`config.mk`:
```
export PLATFORM = sky130hd
export DESIGN_NAME = harmonic_drone_oscillator_unit
export DESIGN_NICKNAME = d
export VERILOG_FILES = /design/src/sv/hdo_pkg.sv /design/src/sv/hdo_sequencer.sv /design/src/sv/hdo_datapath.sv /design/src/sv/harmonic_drone_oscillator_unit.sv
export SDC_FILE = /design/constraint.sdc
export NUM_CORES = 2
export LEC_CHECK = 0
export BUFFER_PORTS_ARGS = -buffer_cell sky130_fd_sc_hd__clkbuf_2
export CAP_MARGIN = 10
export CELL_PAD_IN_SITES_DETAIL_PLACEMENT = 1
export CELL_PAD_IN_SITES_GLOBAL_PLACEMENT = 1
export CORE_ASPECT_RATIO = 0.8
export CORE_MARGIN = 8
export CORE_UTILIZATION = 35
export CTS_BUF_LIST = sky130_fd_sc_hd__clkbuf_2 sky130_fd_sc_hd__clkbuf_4 sky130_fd_sc_hd__clkbuf_8
export DETAILED_ROUTE_END_ITERATION = 10
export GPL_ROUTABILITY_DRIVEN = 1
export PLACE_DENSITY_LB_ADDON = 0.1
export SLEW_MARGIN = 20
export SYNTH_ARGS = -nofsm -noshare
export SYNTH_HDL_FRONTEND = slang
export SYNTH_SLANG_ARGS = --single-unit
export TNS_END_PERCENT = 5
```
`constraint.sdc`:
```
create_clock -name clk -period 10.3 [get_ports clk]
set_input_delay 0 -clock clk [delete_from_list [all_inputs] [get_ports clk]]
set_output_delay 0 -clock clk [all_outputs]
set_load 0.02 [all_outputs]
```
`src/sv/hdo_pkg.sv`:
```
package hdo_pkg;

  localparam int UCODE_DEPTH = 20;
  localparam int UPC_W       = $clog2(UCODE_DEPTH);

  localparam logic [UPC_W-1:0] UPC_SINE = UPC_W'(0);
  localparam logic [UPC_W-1:0] UPC_DONE = UPC_W'(19);

  localparam logic [30:0] SIN_C1 = 31'd1686629713;
  localparam logic [30:0] SIN_C3 = 31'd693598668;
  localparam logic [30:0] SIN_C5 = 31'd85569306;
  localparam logic [30:0] SIN_C7 = 31'd5026995;
  localparam logic [30:0] SIN_C9 = 31'd172272;

  localparam logic [15:0] HARM2_Q15      = 16'd9830;
  localparam logic [15:0] HARM3_Q15      = 16'd4915;
  localparam logic [15:0] TREM_DEPTH_Q15 = 16'd4915;
  localparam logic [15:0] TREM_BIAS_Q15  = 16'd27853;
  localparam logic [31:0] LFO_RESET      = 32'd8948;

  typedef enum logic [1:0] {
    REG_ENABLE,
    REG_TUNING,
    REG_VELOCITY,
    REG_LFO_TUNING
  } reg_idx_t;

  typedef enum logic [3:0] {
    MUL_NONE,
    MUL_TT,
    MUL_T2C9,
    MUL_T2A,
    MUL_TA,
    MUL_H2,
    MUL_H3,
    MUL_TREM,
    MUL_GV,
    MUL_DRONE
  } mul_op_t;

  typedef enum logic [3:0] {
    WB_NONE,
    WB_SETUP,
    WB_T2,
    WB_A7,
    WB_A5,
    WB_A3,
    WB_A1,
    WB_SINE,
    WB_H2,
    WB_H3,
    WB_GAIN,
    WB_DONE
  } wb_op_t;

  typedef enum logic [1:0] {
    JMP_NONE,
    JMP_OFF,
    JMP_LOOP
  } jmp_op_t;

  typedef enum logic {
    ST_IDLE,
    ST_RUN
  } seq_state_t;

  typedef struct packed {
    mul_op_t          mul;
    wb_op_t           wb;
    jmp_op_t          jmp;
    logic [UPC_W-1:0] target;
    logic             last;
  } ucode_word_t;

  typedef struct packed {
    logic    load;
    mul_op_t mul;
    wb_op_t  wb;
  } ctrl_t;

  typedef struct packed {
    logic enable;
    logic sine_last;
    logic out_full;
  } status_t;

endpackage

```
`src/sv/hdo_sequencer.sv`:
```
module hdo_sequencer (
  input  logic            clk,
  input  logic            rst_n,
  input  logic            in_valid,
  output logic            in_ready,
  input  hdo_pkg::status_t status,
  output hdo_pkg::ctrl_t   ctrl
);

  function automatic hdo_pkg::ucode_word_t ucode(input logic [hdo_pkg::UPC_W-1:0] pc);
    hdo_pkg::ucode_word_t w;
    w = '{mul: hdo_pkg::MUL_NONE, wb: hdo_pkg::WB_NONE, jmp: hdo_pkg::JMP_NONE,
          target: hdo_pkg::UPC_SINE, last: 1'b0};
    unique case (pc)
      5'd0: begin
        w.wb     = hdo_pkg::WB_SETUP;
        w.jmp    = hdo_pkg::JMP_OFF;
        w.target = hdo_pkg::UPC_DONE;
      end
      5'd1:  w.mul = hdo_pkg::MUL_TT;
      5'd2:  w.wb  = hdo_pkg::WB_T2;
      5'd3:  w.mul = hdo_pkg::MUL_T2C9;
      5'd4:  w.wb  = hdo_pkg::WB_A7;
      5'd5:  w.mul = hdo_pkg::MUL_T2A;
      5'd6:  w.wb  = hdo_pkg::WB_A5;
      5'd7:  w.mul = hdo_pkg::MUL_T2A;
      5'd8:  w.wb  = hdo_pkg::WB_A3;
      5'd9:  w.mul = hdo_pkg::MUL_T2A;
      5'd10: w.wb  = hdo_pkg::WB_A1;
      5'd11: w.mul = hdo_pkg::MUL_TA;
      5'd12: begin
        w.wb     = hdo_pkg::WB_SINE;
        w.jmp    = hdo_pkg::JMP_LOOP;
        w.target = hdo_pkg::UPC_SINE;
      end
      5'd13: w.mul = hdo_pkg::MUL_H2;
      5'd14: begin
        w.wb  = hdo_pkg::WB_H2;
        w.mul = hdo_pkg::MUL_H3;
      end
      5'd15: begin
        w.wb  = hdo_pkg::WB_H3;
        w.mul = hdo_pkg::MUL_TREM;
      end
      5'd16: w.wb  = hdo_pkg::WB_GAIN;
      5'd17: w.mul = hdo_pkg::MUL_GV;
      5'd18: w.mul = hdo_pkg::MUL_DRONE;
      5'd19: begin
        w.wb   = hdo_pkg::WB_DONE;
        w.last = 1'b1;
      end
      default: w.last = 1'b1;
    endcase
    return w;
  endfunction

  hdo_pkg::seq_state_t       state_r, state_nxt;
  logic [hdo_pkg::UPC_W-1:0] step_r, step_nxt;
  hdo_pkg::ucode_word_t      cw;
  logic                      hold;
  logic                      taken;

  assign cw   = ucode(step_r);
  assign hold = (state_r == hdo_pkg::ST_RUN) && (cw.wb == hdo_pkg::WB_DONE) && status.out_full;

  always_comb begin
    unique case (cw.jmp)
      hdo_pkg::JMP_OFF:  taken = !status.enable;
      hdo_pkg::JMP_LOOP: taken = !status.sine_last;
      default:           taken = 1'b0;
    endcase
  end

  always_comb begin
    state_nxt = state_r;
    step_nxt  = step_r;
    unique case (state_r)
      hdo_pkg::ST_IDLE: begin
        if (in_valid) begin
          state_nxt = hdo_pkg::ST_RUN;
          step_nxt  = hdo_pkg::UPC_SINE;
        end
      end
      hdo_pkg::ST_RUN: begin
        priority if (hold) begin
          step_nxt = step_r;
        end else if (cw.last) begin
          state_nxt = hdo_pkg::ST_IDLE;
        end else if (taken) begin
          step_nxt = cw.target;
        end else begin
          step_nxt = step_r + 1'b1;
        end
      end
    endcase
  end

  always_comb begin
    in_ready  = 1'b0;
    ctrl.load = 1'b0;
    ctrl.mul  = hdo_pkg::MUL_NONE;
    ctrl.wb   = hdo_pkg::WB_NONE;
    unique case (state_r)
      hdo_pkg::ST_IDLE: begin
        in_ready  = 1'b1;
        ctrl.load = in_valid;
      end
      hdo_pkg::ST_RUN: begin
        if (!hold) begin
          ctrl.mul = cw.mul;
          ctrl.wb  = cw.wb;
        end
      end
    endcase
  end

  always_ff @(posedge clk) begin
    if (!rst_n) begin
      state_r <= hdo_pkg::ST_IDLE;
      step_r  <= hdo_pkg::UPC_SINE;
    end else begin
      state_r <= state_nxt;
      step_r  <= step_nxt;
    end
  end

  a_step_range: assert property (@(posedge clk) disable iff (!rst_n)
    state_r == hdo_pkg::ST_RUN |-> step_r < hdo_pkg::UPC_W'(hdo_pkg::UCODE_DEPTH))
    else $error("step counter outside program");

  a_done_idle: assert property (@(posedge clk) disable iff (!rst_n)
    ctrl.wb == hdo_pkg::WB_DONE |=> state_r == hdo_pkg::ST_IDLE)
    else $error("sequencer did not return to idle after result");

  a_hold_stable: assert property (@(posedge clk) disable iff (!rst_n)
    hold |=> $stable(step_r) && state_r == hdo_pkg::ST_RUN)
    else $error("step moved while result stalled");

endmodule

```
`src/sv/hdo_datapath.sv`:
```
module hdo_datapath #(
  parameter int SINE_TABLE_BITS = 10
) (
  input  logic               clk,
  input  logic               rst_n,
  input  logic               cfg_valid,
  input  logic [1:0]         cfg_index,
  input  logic [31:0]        cfg_data,
  input  logic signed [15:0] in_mix_in,
  output logic               out_valid,
  input  logic               out_ready,
  output logic signed [15:0] out_mix_out,
  input  hdo_pkg::ctrl_t     ctrl,
  output hdo_pkg::status_t   status
);

  localparam int KW = SINE_TABLE_BITS - 2;
  localparam logic [KW:0] QUARTER = (KW + 1)'(1) << KW;

  logic               enable_r;
  logic [31:0]        tuning_r;
  logic [15:0]        velocity_r;
  logic [31:0]        lfo_tuning_r;
  logic [31:0]        tone_phase_r;
  logic [31:0]        trem_phase_r;

  logic signed [15:0] mix_r;
  logic [1:0]         sidx_r;
  logic [30:0]        t_r, t2_r, a_r;
  logic               neg_r;
  logic signed [15:0] s_r [4];
  logic signed [17:0] h_r;
  logic [15:0]        g_r;
  logic signed [63:0] prod_r;
  logic               out_valid_r;
  logic signed [15:0] out_r;

  logic [31:0]        ph;
  logic [KW-1:0]      k_raw;
  logic [KW:0]        k;
  logic signed [31:0] mul_a, mul_b;
  logic [30:0]        shr30;
  logic [31:0]        sine_rnd;
  logic [16:0]        sine_mag;
  logic [15:0]        sine_cap;
  logic signed [63:0] rnd15, rnd30;
  logic signed [17:0] r15;
  logic signed [18:0] drone;
  logic signed [19:0] mix_sum;
  logic signed [15:0] mix_sat;

  always_comb begin
    unique case (sidx_r)
      2'd0: ph = tone_phase_r;
      2'd1: ph = {tone_phase_r[30:0], 1'b0};
      2'd2: ph = tone_phase_r + {tone_phase_r[30:0], 1'b0};
      default: ph = trem_phase_r;
    endcase
    k_raw = ph[29 -: KW];
    k     = ph[30] ? (QUARTER - {1'b0, k_raw}) : {1'b0, k_raw};
  end

  always_comb begin
    mul_a = '0;
    mul_b = '0;
    unique case (ctrl.mul)
      hdo_pkg::MUL_TT: begin
        mul_a = {1'b0, t_r};
        mul_b = {1'b0, t_r};
      end
      hdo_pkg::MUL_T2C9: begin
        mul_a = {1'b0, t2_r};
        mul_b = {1'b0, hdo_pkg::SIN_C9};
      end
      hdo_pkg::MUL_T2A: begin
        mul_a = {1'b0, t2_r};
        mul_b = {1'b0, a_r};
      end
      hdo_pkg::MUL_TA: begin
        mul_a = {1'b0, t_r};
        mul_b = {1'b0, a_r};
      end
      hdo_pkg::MUL_H2: begin
        mul_a = {{16{s_r[1][15]}}, s_r[1]};
        mul_b = {16'd0, hdo_pkg::HARM2_Q15};
      end
      hdo_pkg::MUL_H3: begin
        mul_a = {{16{s_r[2][15]}}, s_r[2]};
        mul_b = {16'd0, hdo_pkg::HARM3_Q15};
      end
      hdo_pkg::MUL_TREM: begin
        mul_a = {{16{s_r[3][15]}}, s_r[3]};
        mul_b = {16'd0, hdo_pkg::TREM_DEPTH_Q15};
      end
      hdo_pkg::MUL_GV: begin
        mul_a = {16'd0, g_r};
        mul_b = {16'd0, velocity_r};
      end
      hdo_pkg::MUL_DRONE: begin
        mul_a = {{14{h_r[17]}}, h_r};
        mul_b = {1'b0, prod_r[30:0]};
      end
      default: begin
        mul_a = '0;
        mul_b = '0;
      end
    endcase
  end

  always_comb begin
    shr30    = prod_r[60:30];
    sine_rnd = {1'b0, shr30} + 32'd16384;
    sine_mag = sine_rnd[31:15];
    sine_cap = (sine_mag > 17'd32767) ? 16'd32767 : sine_mag[15:0];
    rnd15    = prod_r + 64'sd16384;
    r15      = rnd15[32:15];
    rnd30    = prod_r + 64'sd536870912;
    drone    = rnd30[48:30];
    mix_sum  = {{4{mix_r[15]}}, mix_r} + {drone[18], drone};
    priority if (mix_sum > 20'sd32767) begin
      mix_sat = 16'sh7fff;
    end else if (mix_sum < -20'sd32768) begin
      mix_sat = -16'sh8000;
    end else begin
      mix_sat = mix_sum[15:0];
    end
  end

  always_ff @(posedge clk) begin
    if (!rst_n) begin
      enable_r     <= 1'b0;
      tuning_r     <= '0;
      velocity_r   <= '0;
      lfo_tuning_r <= hdo_pkg::LFO_RESET;
    end else if (cfg_valid) begin
      unique case (hdo_pkg::reg_idx_t'(cfg_index))
        hdo_pkg::REG_ENABLE:     enable_r     <= cfg_data[0];
        hdo_pkg::REG_TUNING:     tuning_r     <= cfg_data;
        hdo_pkg::REG_VELOCITY:   velocity_r   <= cfg_data[15:0];
        hdo_pkg::REG_LFO_TUNING: lfo_tuning_r <= cfg_data;
      endcase
    end
  end

  always_ff @(posedge clk) begin
    if (!rst_n) begin
      tone_phase_r <= '0;
      trem_phase_r <= '0;
      out_valid_r  <= 1'b0;
      sidx_r       <= '0;
    end else begin
      if (ctrl.load) begin
        sidx_r <= '0;
      end
      if (ctrl.wb == hdo_pkg::WB_SINE) begin
        sidx_r <= sidx_r + 1'b1;
      end
      if (ctrl.wb == hdo_pkg::WB_DONE) begin
        out_valid_r <= 1'b1;
        if (enable_r) begin
          tone_phase_r <= tone_phase_r + tuning_r;
          trem_phase_r <= trem_phase_r + lfo_tuning_r;
        end
      end else if (out_valid_r && out_ready) begin
        out_valid_r <= 1'b0;
      end
    end
  end

  always_ff @(posedge clk) begin
    if (ctrl.load) begin
      mix_r <= in_mix_in;
    end
    if (ctrl.mul != hdo_pkg::MUL_NONE) begin
      prod_r <= mul_a * mul_b;
    end
    unique case (ctrl.wb)
      hdo_pkg::WB_SETUP: begin
        t_r   <= {k, {(32 - SINE_TABLE_BITS){1'b0}}};
        neg_r <= ph[31];
      end
      hdo_pkg::WB_T2:   t2_r <= shr30;
      hdo_pkg::WB_A7:   a_r  <= hdo_pkg::SIN_C7 - shr30;
      hdo_pkg::WB_A5:   a_r  <= hdo_pkg::SIN_C5 - shr30;
      hdo_pkg::WB_A3:   a_r  <= hdo_pkg::SIN_C3 - shr30;
      hdo_pkg::WB_A1:   a_r  <= hdo_pkg::SIN_C1 - shr30;
      hdo_pkg::WB_SINE: s_r[sidx_r] <= neg_r ? -signed'(sine_cap) : signed'(sine_cap);
      hdo_pkg::WB_H2:   h_r  <= {{2{s_r[0][15]}}, s_r[0]} + r15;
      hdo_pkg::WB_H3:   h_r  <= h_r + r15;
      hdo_pkg::WB_GAIN: g_r  <= 16'(signed'({2'b00, hdo_pkg::TREM_BIAS_Q15}) + r15);
      hdo_pkg::WB_DONE: out_r <= enable_r ? mix_sat : mix_r;
      default: begin
      end
    endcase
  end

  assign status.enable    = enable_r;
  assign status.sine_last = (sidx_r == 2'd3);
  assign status.out_full  = out_valid_r && !out_ready;
  assign out_valid        = out_valid_r;
  assign out_mix_out      = out_r;

  a_no_overwrite: assert property (@(posedge clk) disable iff (!rst_n)
    ctrl.wb == hdo_pkg::WB_DONE |-> !out_valid_r || out_ready)
    else $error("pending result overwritten");

  a_valid_source: assert property (@(posedge clk) disable iff (!rst_n)
    $rose(out_valid_r) |-> $past(ctrl.wb == hdo_pkg::WB_DONE))
    else $error("result raised without completion step");

  a_phase_hold: assert property (@(posedge clk) disable iff (!rst_n)
    ctrl.wb != hdo_pkg::WB_DONE |=> $stable(tone_phase_r) && $stable(trem_phase_r))
    else $error("phase moved outside completion step");

endmodule

```
`src/sv/harmonic_drone_oscillator_unit.sv`:
```
// Channel   Direction  Handshake               Payload
// in        input      in_valid / in_ready     in_mix_in (s16)
// out       output     out_valid / out_ready   out_mix_out (s16)
// cfg       input      cfg_valid / cfg_ready   cfg_index (2), cfg_data (32)
//
// An enabled transaction runs from acceptance to result as four passes of the thirteen-step
// sine routine through the single shared multiplier, then seven combine steps. A disabled
// transaction jumps from setup to the final step. Synchronous active-low reset clears the
// phases, loads register defaults and empties the output register. A stalled result holds
// the final microcode step; a new transaction is accepted while the result waits.
module harmonic_drone_oscillator_unit #(
  parameter int SINE_TABLE_BITS = 10
) (
  input  logic               clk,
  input  logic               rst_n,
  input  logic               in_valid,
  output logic               in_ready,
  input  logic signed [15:0] in_mix_in,
  output logic               out_valid,
  input  logic               out_ready,
  output logic signed [15:0] out_mix_out,
  input  logic               cfg_valid,
  output logic               cfg_ready,
  input  logic [1:0]         cfg_index,
  input  logic [31:0]        cfg_data
);

  hdo_pkg::ctrl_t   ctrl;
  hdo_pkg::status_t status;

  assign cfg_ready = 1'b1;

  hdo_sequencer u_seq (
    .clk      (clk),
    .rst_n    (rst_n),
    .in_valid (in_valid),
    .in_ready (in_ready),
    .status   (status),
    .ctrl     (ctrl)
  );

  hdo_datapath #(
    .SINE_TABLE_BITS (SINE_TABLE_BITS)
  ) u_dp (
    .clk         (clk),
    .rst_n       (rst_n),
    .cfg_valid   (cfg_valid),
    .cfg_index   (cfg_index),
    .cfg_data    (cfg_data),
    .in_mix_in   (in_mix_in),
    .out_valid   (out_valid),
    .out_ready   (out_ready),
    .out_mix_out (out_mix_out),
    .ctrl        (ctrl),
    .status      (status)
  );

endmodule

```
==> results by group <==
Timing
  – Fin crit period: 10.37 ns
  – Final setup margin: -0.06762 ns
  – Final hold violation count: 0
  – Slew headroom: 26.51%
  – Final slew viol count: 0
  – Worst-margin pin slew: 1.101 ns
  – RSZ-0062 raised after global routing: true
  – Max Clk Rate: 96.45 MHz
  – Layout Skew: 0.05023 ns
  – Final period util: 100.7%
  – Final setup viols: 2
  – Hold WS: 0.07630 ns

Logic synthesis
  – Most frequent cell after synthesis: inv_1
  – Syn nets: 8082
  – Top_reg_cell synth: edfxtp_1
  – Area leader, netlist: fa_1
  – Average size of a mapped cell: 9.145 um^2
  – Synth warn: 0
  – Number of synthesized register bits: 417
  – Synthesized area: 60680 um^2
  – Number of flops mapped to enable cells by yosys: 263
  – Synth top area cells: fa_1, edfxtp_1, ha_1
  – Post-synth ARST share: 0%
  – Commonest cells post-synth: inv_1, fa_1, nor2_1, nand2_1, ha_1
  – Post-synth cell types: 107
  – Syn Inst Count: 6635
  – Post-synth top area share: 33.85%
  – Seq/Total Area, Yosys: 18.10%

Floorplan
  – Cell row count: 136
  – Core footprint: 172000 um^2
  – Die H: 388.4 um
  – Chip Width: 481.5 um
  – I/O pin count: 74
  – Die area: 187000 um^2
  – Starting Density: 35.27%

Routing
  – Vias per cell: 5.216
  – Detailed-route wire length per cell: 25.19 um
  – DRC marker count from the first detailed-route iteration: 3634
  – DRC viols: 0
  – WL final: 243.0 mm
  – Via count: 50316
  – Antenna viol nets, final: 0
  – Detailed Routing Iterations Pass 1: 6

Outcome
  – Failing checks: negative setup slack
  – Status: complete, but fails checks

Layout
  – Area Growth Syn to Fin: 20.76%
  – Final Net Count: 8765
  – Share of cells above drive strength 1: 16.57%
  – Finished Cell Area: 73270 um^2
  – Layout Utilization: 42.59%

Clocking
  – Root buf cell: clkbuf_8
  – # clock sinks: 417
  – Clock Latency Late Sink: 0.74 ns
  – Reg clk slew, reported paths: 0.08 ns
  – CTS buffer count: 67
  – H-tree depth: 3
  – CTS tree: done
  – Clock tree buffer depth: 3

GRT
  – Met3 Use GR: 3.289%
  – Gr ovfl total: 0
  – Met2 Use GR: 40.55%
  – First-pass GRT wire length: 361.1 mm
  – Vias in the first global route: 54292
  – GR Util met1: 37.69%
  – Initial antenna violation count: 10
  – Busiest layer in global routing: met2
  – GRT Util Overall: 25.72%
  – Largest net degree at the start of global routing: 67

Worst setup path
  – Most common cell on crit path: fa_1
  – Worst path max stage delay: 0.68 ns
  – Critical path peak fanout: 9
  – Crit path max-delay cell type: or4b_4
  – CP Capture Type: flip-flop
  – Kind of critical path: flip-flop to flip-flop
  – CP top delay family: adder cells
  – Crit path required time: 10.77 ns
  – Critical path buffers and inverters: 13
  – CP startpoint kind: flip-flop
  – Worst EP arrival: 10.84 ns

Power
  – Pwr dens: 56.04 nW/um^2
  – Static leakage: 33.93 nW
  – Peak supply drop: 0.00007208 V

Job
  – Max-cap violation count: 0

Placement
  – Half-perimeter wire length after placement: 203.2 mm
  – Port-buffer cells: 72
  – RD Place Congestion: 0.9346
  – DP Area: 69730 um^2

Min path
  – Hold/Removal Path Class: input port to flip-flop
-- power by group --
group / total [mW] / switching [mW] / internal, mW
clock network: 1.58 / 0.786 / 0.789
logic: 0.621 / 0.378 / 0.243
registers: 1.91 / 0.0760 / 1.83
-- layout make-up --
class	instances	area, um^2
inverter	1073	4033
sequential	417	10990
tap	2277	2849
fill	19666	98760
timing repair buffer	945	8745
clock buffer	91	1159
antenna	1	2.502
multi-input combinational	4814	45290
clock inverter	28	209.0
-- metal layers --
metal,wire length [um],share of wire (%),up-vias
met5,0,0,-
met4,6924,2.8,0
met3,13490,5.6,267
met2,109000,45,1255
met1,113500,47,26136
li1,-,-,22658
-- layout by cell type, fill, tap and decap left out, types with 31 or more instances in the layout --
cell and count:
and2_1 64, nand3_1 59, edfxtp_1 263, ha_1 351, a221oi_4 31, nor3_1 46, nor2b_1 34, xnor2_1 190
nand2b_1 44, nand2_1 755, clkbuf_2 71, fa_1 998, nand4_1 33, clkbuf_8 76, a21boi_0 98, a31oi_1 31
buf_12 118, buf_4 655, o21a_1 38, nor2_1 846, dfxtp_1 150, inv_1 1059, dlygate4sd3_1 73, a221o_1 51
o21ai_0 165, xor2_1 90, a21oi_1 204, a21o_1 98
-- tightest hold or removal path: stages --
cell and delay (ns):
dlygate4sd3_1 0.53, clkbuf_2 0.12, nand2_1 0.05, a21boi_0 0.06
-- cell families (layout without fill, tap and decap cells) --
group           after synthesis  in the layout  share of synthesized area [%]
simple gates               2058           2058                          14.56
buf+inv                    1404           2137                          9.049
fa+ha+maj                  1392           1392                          41.40
compound gates             1069           1069                          12.61
flops                       417            417                          18.10
xor+xnor                    280            280                          4.042
mux                          14             14                         0.2413
other cells                   1              2                       0.006180
-- what timing repair did --
action	4_1_cts	5_1_grt
hold buffers	73	0
hold endpoints to repair	136	0
resized for setup	79	111
cloned	0	3
buffers inserted	26	33
setup endpoints to repair	26	18
pin swaps	25	69
-- flip-flops by register name, indices dropped and copies added (netlist names), 9 cells and up --
signal / count
u_dp.mix_r: 16
u_dp.velocity_r: 16
u_dp.t_r: 9
u_dp.tone_phase_r: 32
u_dp.prod_r: 61
u_dp.trem_phase_r: 32
u_dp.lfo_tuning_r: 32
u_dp.h_r: 18
u_dp.a_r: 31
u_dp.out_mix_out: 16
u_dp.s_r: 64
u_dp.g_r: 16
u_dp.t2_r: 31
u_dp.tuning_r: 32
-- metrics by stage --
step,setup WS [ns],total power [mW],TNS (ns),std cells
after CTS,-0.02646,4.147,-0.06586,9610
after global routing,-0.2431,4.280,-1.724,9645
after global placement,-0.7845,2.515,-8.841,9392
final,-0.06762,4.106,-0.06938,9646
after detailed placement,-0.8845,2.528,-11.44,9392
after floorplan,0.3885,2.282,0,6635
-- path summary, 6_finish.rpt --
kind	cells past startpoint	from	endpoint	slack, ns
max	40	u_seq.step_r[1]	u_dp.prod_r[60]	-0.07
min	4	cfg_data[27]	u_dp.lfo_tuning_r[27]	0.08
max reg2reg	40	u_seq.step_r[1]	u_dp.prod_r[60]	-0.07
min reg2reg	2	u_dp.tuning_r[24]	u_dp.tuning_r[24]	0.47
(Power assumes the default switching activity.)
